### src/sweep_times_to_direction_vector_top_macros.svh
// Assertion macros for the sweep direction block.
`ifndef SWEEP_TIMES_TO_DIRECTION_VECTOR_TOP_MACROS_SVH
`define SWEEP_TIMES_TO_DIRECTION_VECTOR_TOP_MACROS_SVH

// Condition now implies consequence in the next cycle.
`define SWDV_ASSERT_NEXT(label, ante, cons) \
  label: assert property (@(posedge clk) disable iff (!rst_n) (ante) |=> (cons)) \
    else $error("sweep direction check failed");

// Condition now implies consequence in the same cycle.
`define SWDV_ASSERT_NOW(label, ante, cons) \
  label: assert property (@(posedge clk) disable iff (!rst_n) (ante) |-> (cons)) \
    else $error("sweep direction check failed");

`endif

### src/swdv_pkg.sv
`timescale 1ns / 1ps
package swdv_pkg;
  localparam int TIME_BITS         = 32;
  localparam int CORDIC_ITERATIONS = 16;
  localparam int FRAC_BITS         = 16;
  localparam int Q_W               = FRAC_BITS + 1;
  localparam int CW                = 34;
  localparam int IDX_W             = 5;
  localparam logic [31:0] PI_Q30      = 32'd3373259426;
  localparam logic [31:0] HALF_PI_Q30 = 32'd1686629713;
  localparam logic signed [CW-1:0] CORDIC_GAIN_Q30 = 34'sd652032874;

  // One divider lane: remainder and quotient so far
  typedef struct packed {
    logic [TIME_BITS-1:0] rem;
    logic [Q_W-1:0]       quo;
  } div_lane_t;

  typedef struct packed {
    logic                 v;
    logic                 clamped;
    logic [TIME_BITS-1:0] period;
    div_lane_t            a;
    div_lane_t            b;
  } div_t;

  // One rotation lane
  typedef struct packed {
    logic signed [CW-1:0] x;
    logic signed [CW-1:0] y;
    logic signed [CW-1:0] z;
    logic                 neg;
  } cord_lane_t;

  typedef struct packed {
    logic       v;
    logic       clamped;
    cord_lane_t a;
    cord_lane_t b;
  } cord_t;

  // Truncated Q30 arctangent of 2^-i
  function automatic logic signed [CW-1:0] atan_q30(input logic [IDX_W-1:0] i);
    logic [31:0] r;
    case (i)
      5'd0:  r = 32'h3243F6A8;
      5'd1:  r = 32'h1DAC6705;
      5'd2:  r = 32'h0FADBAFC;
      5'd3:  r = 32'h07F56EA6;
      5'd4:  r = 32'h03FEAB76;
      5'd5:  r = 32'h01FFD55B;
      5'd6:  r = 32'h00FFFAAA;
      5'd7:  r = 32'h007FFF55;
      5'd8:  r = 32'h003FFFEA;
      5'd9:  r = 32'h001FFFFD;
      5'd10: r = 32'h000FFFFF;
      5'd11: r = 32'h0007FFFF;
      5'd12: r = 32'h0003FFFF;
      5'd13: r = 32'h0001FFFF;
      5'd14: r = 32'h0000FFFF;
      5'd15: r = 32'h00007FFF;
      5'd16: r = 32'h00003FFF;
      5'd17: r = 32'h00001FFF;
      5'd18: r = 32'h00000FFF;
      5'd19: r = 32'h000007FF;
      5'd20: r = 32'h000003FF;
      5'd21: r = 32'h000001FF;
      5'd22: r = 32'h000000FF;
      5'd23: r = 32'h0000007F;
      default: r = 32'h0;
    endcase
    return $signed({2'b00, r});
  endfunction

  // Saturate a signed value to Q1.15
  function automatic logic [15:0] sat16(input logic signed [CW-1:0] v);
    logic [15:0] r;
    if (v > 34'sd32767) r = 16'h7FFF;
    else if (v < -34'sd32768) r = 16'h8000;
    else r = v[15:0];
    return r;
  endfunction
endpackage

### src/swdv_div_cell.sv
`timescale 1ns / 1ps
module swdv_div_cell (
  input  logic          clk,
  input  logic          rst_n,
  input  logic          en,
  input  swdv_pkg::div_t d_i,
  output swdv_pkg::div_t d_o
);
  import swdv_pkg::*;

  div_t d_r, d_nxt;
  logic [TIME_BITS:0] ra2, rb2, pe;
  logic ge_a, ge_b;

  // Shift remainder, compare with period, subtract on a hit
  always_comb begin
    pe    = {1'b0, d_i.period};
    ra2   = {d_i.a.rem, 1'b0};
    rb2   = {d_i.b.rem, 1'b0};
    ge_a  = ra2 >= pe;
    ge_b  = rb2 >= pe;
    d_nxt = d_i;
    d_nxt.a.rem = ge_a ? TIME_BITS'(ra2 - pe) : TIME_BITS'(ra2);
    d_nxt.b.rem = ge_b ? TIME_BITS'(rb2 - pe) : TIME_BITS'(rb2);
    d_nxt.a.quo = {d_i.a.quo[Q_W-2:0], ge_a};
    d_nxt.b.quo = {d_i.b.quo[Q_W-2:0], ge_b};
  end

  always_ff @(posedge clk) begin
    if (!rst_n) begin
      d_r.v <= 1'b0;
    end else if (en) begin
      d_r <= d_nxt;
    end
  end

  assign d_o = d_r;
endmodule

### config.mk
export PLATFORM = sky130hd
export DESIGN_NAME = swdv_div_cell
export DESIGN_NICKNAME = d
export VERILOG_FILES = /design/src/sweep_times_to_direction_vector_top_macros.svh /design/src/swdv_pkg.sv /design/src/swdv_div_cell.sv
export SDC_FILE = /design/constraint.sdc
export NUM_CORES = 1
export LEC_CHECK = 0
export BUFFER_PORTS_ARGS = -buffer_cell sky130_fd_sc_hd__buf_4
export CORE_ASPECT_RATIO = 0.6
export CORE_MARGIN = 5
export CORE_UTILIZATION = 52
export DETAILED_ROUTE_END_ITERATION = 10
export PLACE_DENSITY_LB_ADDON = 0.3
export SYNTH_ARGS = -nofsm -noshare
export SYNTH_HDL_FRONTEND = slang
export SYNTH_SLANG_ARGS = --single-unit
### constraint.sdc
create_clock -name clk -period 5.9 [get_ports clk]
set_input_delay 1.475 -clock clk [delete_from_list [all_inputs] [get_ports clk]]
set_output_delay 1.475 -clock clk [all_outputs]
set_load 0.005 [all_outputs]
==> metrics.txt <==
status finished with violations; failing checks design-rule violations; final worst-path cycle share 77.2%; TritonCTS Sinks 132; initial antenna violation count 0; Resized cells post-CTS 0; first-pass GRT wire length 38.5 mm; fin area 0.0111 mm²; switch share 27.9%; core area 0.0155 mm²; Slew @ Worst Pin 0.941 ns; via count 7491; syn_nets 1022; Setup-failing EPs final 0; Crit. End Element flop; largest net degree at the start of global routing 53; Post-Syn Area 0.00837 mm²; Clock Power Share 36.5%; setup ws final 1.35 ns; main area contributors after synthesis edfxtp_1 (47%), ha_1 (9.6%), a21oi_1 (5.9%), nor2_1 (3.6%), xnor2_1 (3.1%); DR vias/cell 5.80; Synth Area per Inst 10.2 µm²; post-synth top area cell edfxtp_1; Crit path top cell by count nand3_1; Layout Nets 1279; Final Instance Count excl. Fillers 1292; # rows 35; hold_ws 0.521 ns; sequential fraction of the synthesis area 47.3%; Gate power share 25.5%; worst slack, placed 1.06 ns; Max Freq 220 MHz; Ys Warns 0; Critical Path Source Type input port; Static Leakage 4.86 nW; post-layout util 71.7%; number of flip-flops in the largest register 132; TNS Setup 0 ns; CTS root buffer clkbuf_16; Antenna diodes 0; gr ovfl total 0; Remaining DRCs 1; WL per Instance 19.7 µm; Reg clk slew, reported paths 0.06 ns; worst setup path class input port to flop; Initial Utilization 53.8%; met3 GRT Util 7.79%; layer with the highest usage met2; Buffers on Ports 264; Max rail drop VDD 0.000160 V; Worst Path Required 6.08 ns; CTS hold repair buffers 0; post-synth top area share 47.0%; dpl cell area 0.0105 mm²; Clock Latency Late Sink 0.42 ns; total die area 0.0188 mm²; Vert. Die Dim 108 µm; fraction of registers with async set/reset 0%; Pwr Total 3.06 mW; dpl hpwl 19.7 mm; RePlAce Congestion 0.944; sequential fraction of design power 38.0%; vias in the first global route 7083; die width 174 µm; DR iter-0 viols 691; CTS tree built; Bufs and invs on worst path 2; slowest stage delay, CP 0.78 ns; Yosys reg bits 132; RSZ-0062 raised after global routing false; Area Growth Syn to Fin 33.2%; antenna-violating nets left 0; Pwr Density 275 mW/mm²; most common flop cell mapped by yosys edfxtp_1; Placed Instances 1262; crit path time final 4.55 ns; Internal Power 2.21 mW; Slew Limit Fails 0; Clock Path Buffers 2; distinct cell type count after synthesis 64; worst path cell trace buf_4, inv_1, ha_1, nand4_1, nor2_1, nand3_1, a211oi_1, o31ai_1, o21bai_4, nand3_1, o32ai_1; Slew headroom 37.1%; clk_skew 0 ns; I/O pins 267; sw power 855 µW; Tot GR Track Use 26.0%; fraction of layout cells with a size suffix above 1 29.8%; Critical Path Fanout Max 37; H-tree depth 4; Data arrival, critical path 4.73 ns; Mapped Cells 821; routed wire length 25.5 mm; HP Class flop to flop; DRT Pass-1 Iters 8; max-cap violations 0; Slowest-stage cell, CP o21bai_4; CP top delay family compound AO/OA/AOI/OAI gates; post-CTS setup buffer count 0; CTS buffer count 17; met1 Use GR 37.9%; Post-synth EDFFs 131; M2 GR Usage 39.2%; Final Hold Violating Endpoints 0
cells by family (layout without fill, tap and decap cells):
logic type / count (synthesis) / count (layout) / synth area share [%]
compound gates: 234 / 234 / 17.9
xor+xnor: 51 / 51 / 5.34
fa+ha+maj: 66 / 66 / 10.0
buf+inv: 86 / 354 / 3.93
flops: 132 / 132 / 47.3
mux: 14 / 14 / 1.84
simple gates: 238 / 238 / 13.7
cell usage after synthesis, types with 6 or more instances:
cell type and instances:
a211oi_1 6, a21o_1 21, a21oi_1 98, a31oi_1 6, and3_1 6, clkbuf_1 23, edfxtp_1 131, ha_1 64
inv_1 54, mux2_2 11, nand2_1 50, nand2b_1 10, nand3_1 22, nand4_1 17, nor2_1 81, nor2b_1 10
nor3_1 13, nor4_1 6, o21a_1 6, o21ai_0 38, o21bai_1 14, o31ai_1 6, xnor2_1 30, xor2_1 21
area by class of cell:
class / instances / area, µm²
multi-input combinational: 603 / 4100
clock inverter: 13 / 184
fill: 1136 / 4410
clock buffer: 17 / 425
tap: 203 / 254
timing repair buffer: 269 / 2020
sequential: 132 / 3950
inverter: 55 / 206
metal layers:
metal,up-vias,part of all wire [%]
li1,3561,-
met3,31,11
met1,3522,44
met2,377,44
met4,0,0.99
met5,-,0
layout by cell type (no fill, tap or decap), types with 3 or more instances in the layout:
cell type	n
o21bai_1	13
xor2_1	21
and3_1	6
clkbuf_16	17
clkinv_2	3
a21o_1	21
edfxtp_1	131
inv_1	54
a211oi_1	6
clkinvlp_4	3
bufinv_16	4
ha_1	64
nor3_1	13
nand2_1	50
and2_1	3
o21a_1	6
o211ai_1	5
or3_1	4
mux2i_1	3
nor2b_1	10
mux2_2	11
nand4_1	17
or4_1	4
o211a_1	3
xnor2_1	30
a31oi_1	6
nand2b_1	10
nor4_1	6
o31ai_1	6
a21oi_1	98
or2_2	3
nor2_1	81
buf_4	269
nand3_1	22
o21ai_0	38
power groups by stage:
stage	Combinational [mW]	Clock [mW]	Sequential, mW
global route	0.852	1.17	1.17
floorplan	0.431	0	1.20
finish	0.782	1.12	1.16
CTS	0.772	1.13	1.17
global placement	0.747	0	1.18
detailed placement	0.761	0	1.18
worst min-delay path, stage by stage (launching register included):
cell and delay [ns]:
dfxtp_1 0.33, mux2i_1 0.07, nor2b_1 0.09
path summary, 6_finish.rpt:
| path | from | end | slack [ns] | cells after the start |
|---|---|---|---|---|
| worst max-delay path | d_i[120] | d_o[48]$_DFFE_PP_ | 1.35 | 11 |
| worst min-delay path | d_o[131]$_SDFFE_PN0P_ | d_o[131]$_SDFFE_PN0P_ | 0.52 | 2 |
| worst max register to register | d_o[131]$_SDFFE_PN0P_ | d_o[131]$_SDFFE_PN0P_ | 5.32 | 2 |
| worst min register to register | d_o[131]$_SDFFE_PN0P_ | d_o[131]$_SDFFE_PN0P_ | 0.52 | 2 |
(Power assumes the default switching activity.)
