File: src/sweep_times_to_direction_vector_top_macros.svh
// Assertion macros for the sweep direction block.
`ifndef SWEEP_TIMES_TO_DIRECTION_VECTOR_TOP_MACROS_SVH
`define SWEEP_TIMES_TO_DIRECTION_VECTOR_TOP_MACROS_SVH

// Condition now implies consequence in the next cycle.
`define SWDV_ASSERT_NEXT(label, ante, cons) \
  label: assert property (@(posedge clk) disable iff (!rst_n) (ante) |=> (cons)) \
    else $error("sweep direction check failed");

// Condition now implies consequence in the same cycle.
`define SWDV_ASSERT_NOW(label, ante, cons) \
  label: assert property (@(posedge clk) disable iff (!rst_n) (ante) |-> (cons)) \
    else $error("sweep direction check failed");

`endif

File: src/swdv_pkg.sv
`timescale 1ns / 1ps
package swdv_pkg;
  localparam int TIME_BITS         = 32;
  localparam int CORDIC_ITERATIONS = 16;
  localparam int FRAC_BITS         = 16;
  localparam int Q_W               = FRAC_BITS + 1;
  localparam int CW                = 34;
  localparam int IDX_W             = 5;
  localparam logic [31:0] PI_Q30      = 32'd3373259426;
  localparam logic [31:0] HALF_PI_Q30 = 32'd1686629713;
  localparam logic signed [CW-1:0] CORDIC_GAIN_Q30 = 34'sd652032874;

  // One divider lane: remainder and quotient so far
  typedef struct packed {
    logic [TIME_BITS-1:0] rem;
    logic [Q_W-1:0]       quo;
  } div_lane_t;

  typedef struct packed {
    logic                 v;
    logic                 clamped;
    logic [TIME_BITS-1:0] period;
    div_lane_t            a;
    div_lane_t            b;
  } div_t;

  // One rotation lane
  typedef struct packed {
    logic signed [CW-1:0] x;
    logic signed [CW-1:0] y;
    logic signed [CW-1:0] z;
    logic                 neg;
  } cord_lane_t;

  typedef struct packed {
    logic       v;
    logic       clamped;
    cord_lane_t a;
    cord_lane_t b;
  } cord_t;

  // Truncated Q30 arctangent of 2^-i
  function automatic logic signed [CW-1:0] atan_q30(input logic [IDX_W-1:0] i);
    logic [31:0] r;
    case (i)
      5'd0:  r = 32'h3243F6A8;
      5'd1:  r = 32'h1DAC6705;
      5'd2:  r = 32'h0FADBAFC;
      5'd3:  r = 32'h07F56EA6;
      5'd4:  r = 32'h03FEAB76;
      5'd5:  r = 32'h01FFD55B;
      5'd6:  r = 32'h00FFFAAA;
      5'd7:  r = 32'h007FFF55;
      5'd8:  r = 32'h003FFFEA;
      5'd9:  r = 32'h001FFFFD;
      5'd10: r = 32'h000FFFFF;
      5'd11: r = 32'h0007FFFF;
      5'd12: r = 32'h0003FFFF;
      5'd13: r = 32'h0001FFFF;
      5'd14: r = 32'h0000FFFF;
      5'd15: r = 32'h00007FFF;
      5'd16: r = 32'h00003FFF;
      5'd17: r = 32'h00001FFF;
      5'd18: r = 32'h00000FFF;
      5'd19: r = 32'h000007FF;
      5'd20: r = 32'h000003FF;
      5'd21: r = 32'h000001FF;
      5'd22: r = 32'h000000FF;
      5'd23: r = 32'h0000007F;
      default: r = 32'h0;
    endcase
    return $signed({2'b00, r});
  endfunction

  // Saturate a signed value to Q1.15
  function automatic logic [15:0] sat16(input logic signed [CW-1:0] v);
    logic [15:0] r;
    if (v > 34'sd32767) r = 16'h7FFF;
    else if (v < -34'sd32768) r = 16'h8000;
    else r = v[15:0];
    return r;
  endfunction
endpackage

File: src/swdv_cordic_cell.sv
`timescale 1ns / 1ps
module swdv_cordic_cell (
  input  logic                         clk,
  input  logic                         rst_n,
  input  logic                         en,
  input  logic [swdv_pkg::IDX_W-1:0]   idx,
  input  swdv_pkg::cord_t              c_i,
  output swdv_pkg::cord_t              c_o
);
  import swdv_pkg::*;

  cord_t c_r, c_nxt;
  logic signed [CW-1:0] at;

  function automatic cord_lane_t rot(input cord_lane_t l, input logic [IDX_W-1:0] s,
                                     input logic signed [CW-1:0] ang);
    cord_lane_t o;
    logic signed [CW-1:0] dx, dy;
    dx = l.y >>> s;
    dy = l.x >>> s;
    o  = l;
    if (!l.z[CW-1]) begin
      o.x = l.x - dx;
      o.y = l.y + dy;
      o.z = l.z - ang;
    end else begin
      o.x = l.x + dx;
      o.y = l.y - dy;
      o.z = l.z + ang;
    end
    return o;
  endfunction

  // Rotate both lanes by one micro-angle
  always_comb begin
    at    = atan_q30(idx);
    c_nxt = c_i;
    c_nxt.a = rot(c_i.a, idx, at);
    c_nxt.b = rot(c_i.b, idx, at);
  end

  always_ff @(posedge clk) begin
    if (!rst_n) begin
      c_r.v <= 1'b0;
    end else if (en) begin
      c_r <= c_nxt;
    end
  end

  assign c_o = c_r;
endmodule

File: config.mk
export PLATFORM = sky130hd
export DESIGN_NAME = swdv_cordic_cell
export DESIGN_NICKNAME = d
export VERILOG_FILES = /design/src/sweep_times_to_direction_vector_top_macros.svh /design/src/swdv_pkg.sv /design/src/swdv_cordic_cell.sv
export SDC_FILE = /design/constraint.sdc
export NUM_CORES = 1
export LEC_CHECK = 0
export BUFFER_PORTS_ARGS = -buffer_cell sky130_fd_sc_hd__buf_2
export CAP_MARGIN = 20
export CELL_PAD_IN_SITES_DETAIL_PLACEMENT = 2
export CELL_PAD_IN_SITES_GLOBAL_PLACEMENT = 2
export CORE_MARGIN = 8
export CORE_UTILIZATION = 33
export DETAILED_ROUTE_END_ITERATION = 8
export HOLD_SLACK_MARGIN = 0.08
export PLACE_DENSITY_LB_ADDON = 0.1
export REMOVE_ABC_BUFFERS = 1
export SYNTH_ARGS = -nofsm -noshare
export SYNTH_HDL_FRONTEND = slang
export SYNTH_SLANG_ARGS = --single-unit
File: constraint.sdc
create_clock -name clk -period 8.3 [get_ports clk]
set_input_delay 1.66 -clock clk [delete_from_list [all_inputs] [get_ports clk]]
set_output_delay 1.66 -clock clk [all_outputs]
set_load 0.05 [all_outputs]
==> results.md <==
Status:
- The run finished with clean final reports.

Setup path:
- The startpoint of the most critical register-to-register path is c_o[207]$_SDFFE_PN0P_.
- The endpoint required time on the critical path is ~8600 ps.
- The category of cells accounting for the largest share of critical-path delay is compound AO/OA/AOI/OAI gates.
- The endpoint of the lowest-slack register-to-register path is c_o[207]$_SDFFE_PN0P_.
- The worst-path maximum fanout is 40.
- For the worst setup path, the data arrival time is ~8100 ps.
- The slowest stage of the critical path is the sky130_fd_sc_hd__a21boi_0 cell.
- The count of buffering cells on the critical path with inverters included is 5.
- The maximum single-stage delay on the critical path is 840 ps.
- The critical path is of the in -> reg type.
- The worst setup path is launched from a primary input.
- The cell depth of the worst flop-to-flop path is 2.
- Across all register-to-register paths, the minimum setup slack is approximately 7600 ps.
- The endpoint type of the worst setup path is a flip-flop.

Synth:
- In this run, synthesis produced a sequential element count of approximately 210.
- In this run, distinct cell masters in the synthesized netlist total 98.
- The synthesized netlist devotes between 20% and 30% of its cell area to compound gates.
- After synthesis, flip-flops and latches occupy roughly a fifth of the total area.
- Ranked by total cell area, the synthesized netlist is headed by sky130_fd_sc_hd__edfxtp_1, sky130_fd_sc_hd__mux4_2, sky130_fd_sc_hd__ha_1.
- The post-synthesis share of cell area spent on xor and xnor gates is 9.44%.
- Counting flops with a built-in enable in the synthesized netlist gives 207.
- For this run, the number of Yosys warnings is 0.
- The fraction of the mapped netlist area in adder cells is 9.36%.
- The proportion of netlist area held by the largest area contributor is around a fifth.
- The gate count after technology mapping is between 3000 and 4000.
- By count the netlist is led by sky130_fd_sc_hd__nand2_1, sky130_fd_sc_hd__a21oi_1, sky130_fd_sc_hd__nor2_1.
- The share of cell area taken by muxes after synthesis is between 10% and 20%.
- In this run the cell area of the synthesized design comes to between 20000 and 30000 um2.
- The dominant register cell in the synthesized netlist is sky130_fd_sc_hd__edfxtp_1.
- After synthesis, the share of flip-flops with an asynchronous set or reset is 0%.
- After synthesis, the largest family of logic cells by area is compound AO/OA/AOI/OAI gates.
- The synthesized area per cell is a little under 9 um2.
- The largest area contributor in the synthesized netlist is sky130_fd_sc_hd__edfxtp_1.
- Among all cell types in the netlist, the one instantiated most often is sky130_fd_sc_hd__nand2_1.
- The share of synthesized cell area in and, or, nand and nor gates is 15.2%.

Pwr:
- The worst voltage drop across the vdd grid is between 0.15 and 0.2 mV.
- The leakage component of the power is 14.9 nW.
- For this design the ratio of total power to cell area is around 190 nW/um2.

Global route:
- The initial antenna violation count came to 15.
- In the global route stage, overall resource usage came out at between 30% and 40%.
- For this run the aggregate overflow at the end of global routing stands at 0.
- The number of global-route vias before repair is around 34000.
- Entering global routing, the biggest net connects between 100 and 150 pins.
- The first global-routing pass estimated ~230 mm of wire.

Timing:
- The transition time at the pin with the least slew margin is ~1200 ps.
- The count of pins over their slew limit is 0.
- The setup slack of the critical path after layout is between 500 and 600 ps.
- Headroom to the max-slew limit came out at a little over a fifth.
- Static timing analysis puts the maximum clock frequency at ~130 MHz.
- The number of hold violations in the final report came to 0.
- Setup total negative slack on the finished layout was measured at 0 ps.
- Setup violations remaining at the end of the flow were counted as 0.
- Clock skew on the completed layout was measured at 0 ps.
- The worst path needs roughly 7700 ps of the cycle, external delays included.
- The worst hold slack is 620 ps.
- Setup repair after global routing left no endpoint under its margin.
- In the finished design, the share of the clock period the worst path needs comes to ~93%.

Drt:
- The routed wirelength normalized by instance count is between 30 and 40 um.
- After detailed routing, the number of remaining DRC violations is 0.
- Before antenna repair, the detailed router went through 5 iterations.
- The detailed router finished its first iteration with about 2300 violations.
- The ratio of routed vias to standard cells is 6.06.
- Wires add up to 155 mm.
- The post-route antenna net violation count is 0.
- For this block, the via count after detailed routing is 30637.

Layout:
- After the flow finishes, the layout carries non-filler instances totaling around 5100.
- The net count of the finished layout is about 4300.
- Cells with a size suffix above 1 make up between 20% and 30% of the layout.
- The relative area change from synthesis to final layout is 19.3%.
- The finished cells cover 35200 um2.
- The register with the most flip-flops in the layout has 208 of them.

Floorplan:
- The die covers just under 100000 um2.
- The starting density of the core is about 33%.
- The number of rows created at floorplan is about 110.
- The die outline width is 315 um.
- The floorplan core area is between 80000 and 90000 um2.
- Measured along the y axis, the die boundary spans approximately 310 um.
- The number of primary I/O pins is 424.

Worst hold path:
- The worst hold path terminates at c_o[207]$_SDFFE_PN0P_.
- The worst min-delay path class is reg -> reg.
- The worst hold path passes through 2 cells.
- The source of the worst hold timing path is c_o[207]$_SDFFE_PN0P_.

Clock network:
- After clock tree synthesis, the setup repair step added 0 buffers.
- TritonCTS built the clock tree.
- The clock passes through at most 3 buffers.
- The total of cells resized after clock tree synthesis is 0.
- The number of buffers created by CTS is 27.
- The maximum level of the CTS H-tree is 1.
- The root cell of the clock tree is sky130_fd_sc_hd__clkbuf_16.
- The clock-pin transition on the worst setup and hold timing paths is around 60 ps.
- The number of sinks driven by the clock tree is 208.
- The count of hold-fix buffers inserted at cts is 0.
- The clock reaches the later pin of the worst-skew pair after around 580 ps.

Placement:
- The total cell area at the placement stage is between 30000 and 40000 um2.
- The detailed placer's ending HPWL is 125 mm.
- Routability-driven placement finished with a final weighted congestion of around 0.92.
- In this run, placement finished with an instance count of 4994.
- Prior to clock tree synthesis, the placed netlist has a worst setup slack of 41.3 ps.
- During placement, the flow inserted port buffers numbering ~420.

Job:
- Max-cap violations in this run came to 0.
how the worst max path moves through the flow:
stage	depth (start not counted)	from	to
2_1_floorplan	21	idx[3]	c_o[205]$_DFFE_PP_
3_3_place_gp	24	idx[0]	c_o[102]$_DFFE_PP_
3_5_place_dp	25	idx[0]	c_o[102]$_DFFE_PP_
4_1_cts	25	idx[0]	c_o[102]$_DFFE_PP_
5_1_grt	25	idx[0]	c_o[102]$_DFFE_PP_
6_report	26	idx[3]	c_o[202]$_DFFE_PP_
kinds of logic (layout without fill, tap and decap cells):
logic type,after synthesis,after routing
compound gates,997,997
simple gates,971,971
mux,348,348
xor+xnor,317,317
buf+inv,272,819
fa+ha+maj,217,217
flops,208,208
other cells,0,11
routing by layer:
layer | GRT usage, % | share of wire [%] | vias up
met1 | 40.1 | 44 | 15748
met5 | 0 | 0.030 | -
li1 | - | - | 13657
met4 | 8.76 | 2.8 | 8
met3 | 5.14 | 6.1 | 212
met2 | 49.9 | 47 | 1012
final cells by class:
class,count,area [um2]
clock inverter,16,154
timing repair buffer,682,4240
sequential,208,6240
antenna,11,27.5
inverter,89,335
clock buffer,32,694
tap,1165,1460
fill,9909,53300
multi-input combinational,2850,22000
per-stage QoR:
step | utilization (%) | power, mW
2_1_floorplan | - | 3.98
3_3_place_gp | 38.7 | 5.26
3_5_place_dp | 38.7 | 5.39
4_1_cts | 39.7 | 6.64
5_1_grt | 39.7 | 6.95
6_report | 39.7 | 6.60
power breakdown:
part           internal (mW)  total, mW  switching (mW)
combinational           1.38       3.92            2.53
sequential              1.45       1.50          0.0485
clock                  0.684       1.18           0.500
total                   3.52       6.60            3.08
cell usage in the layout (no fill, tap or decap), types with 60 or more instances in the layout:
cell	n
sky130_fd_sc_hd__buf_2	416
sky130_fd_sc_hd__nand2_1	343
sky130_fd_sc_hd__a21oi_1	293
sky130_fd_sc_hd__nor2_1	282
sky130_fd_sc_hd__buf_4	251
sky130_fd_sc_hd__ha_1	211
sky130_fd_sc_hd__edfxtp_1	207
sky130_fd_sc_hd__o21ai_0	200
sky130_fd_sc_hd__xnor2_1	193
sky130_fd_sc_hd__mux4_2	163
sky130_fd_sc_hd__mux2i_1	123
sky130_fd_sc_hd__xor2_1	123
sky130_fd_sc_hd__a21o_1	86
sky130_fd_sc_hd__inv_1	83
sky130_fd_sc_hd__mux2_2	60
tightest hold or removal path: stages (launching register included):
cell and delay [ps]:
sky130_fd_sc_hd__dfxtp_1 310, sky130_fd_sc_hd__mux2i_1 170, sky130_fd_sc_hd__nor2b_1 90
Note: power is estimated with default switching activity, not from simulation.
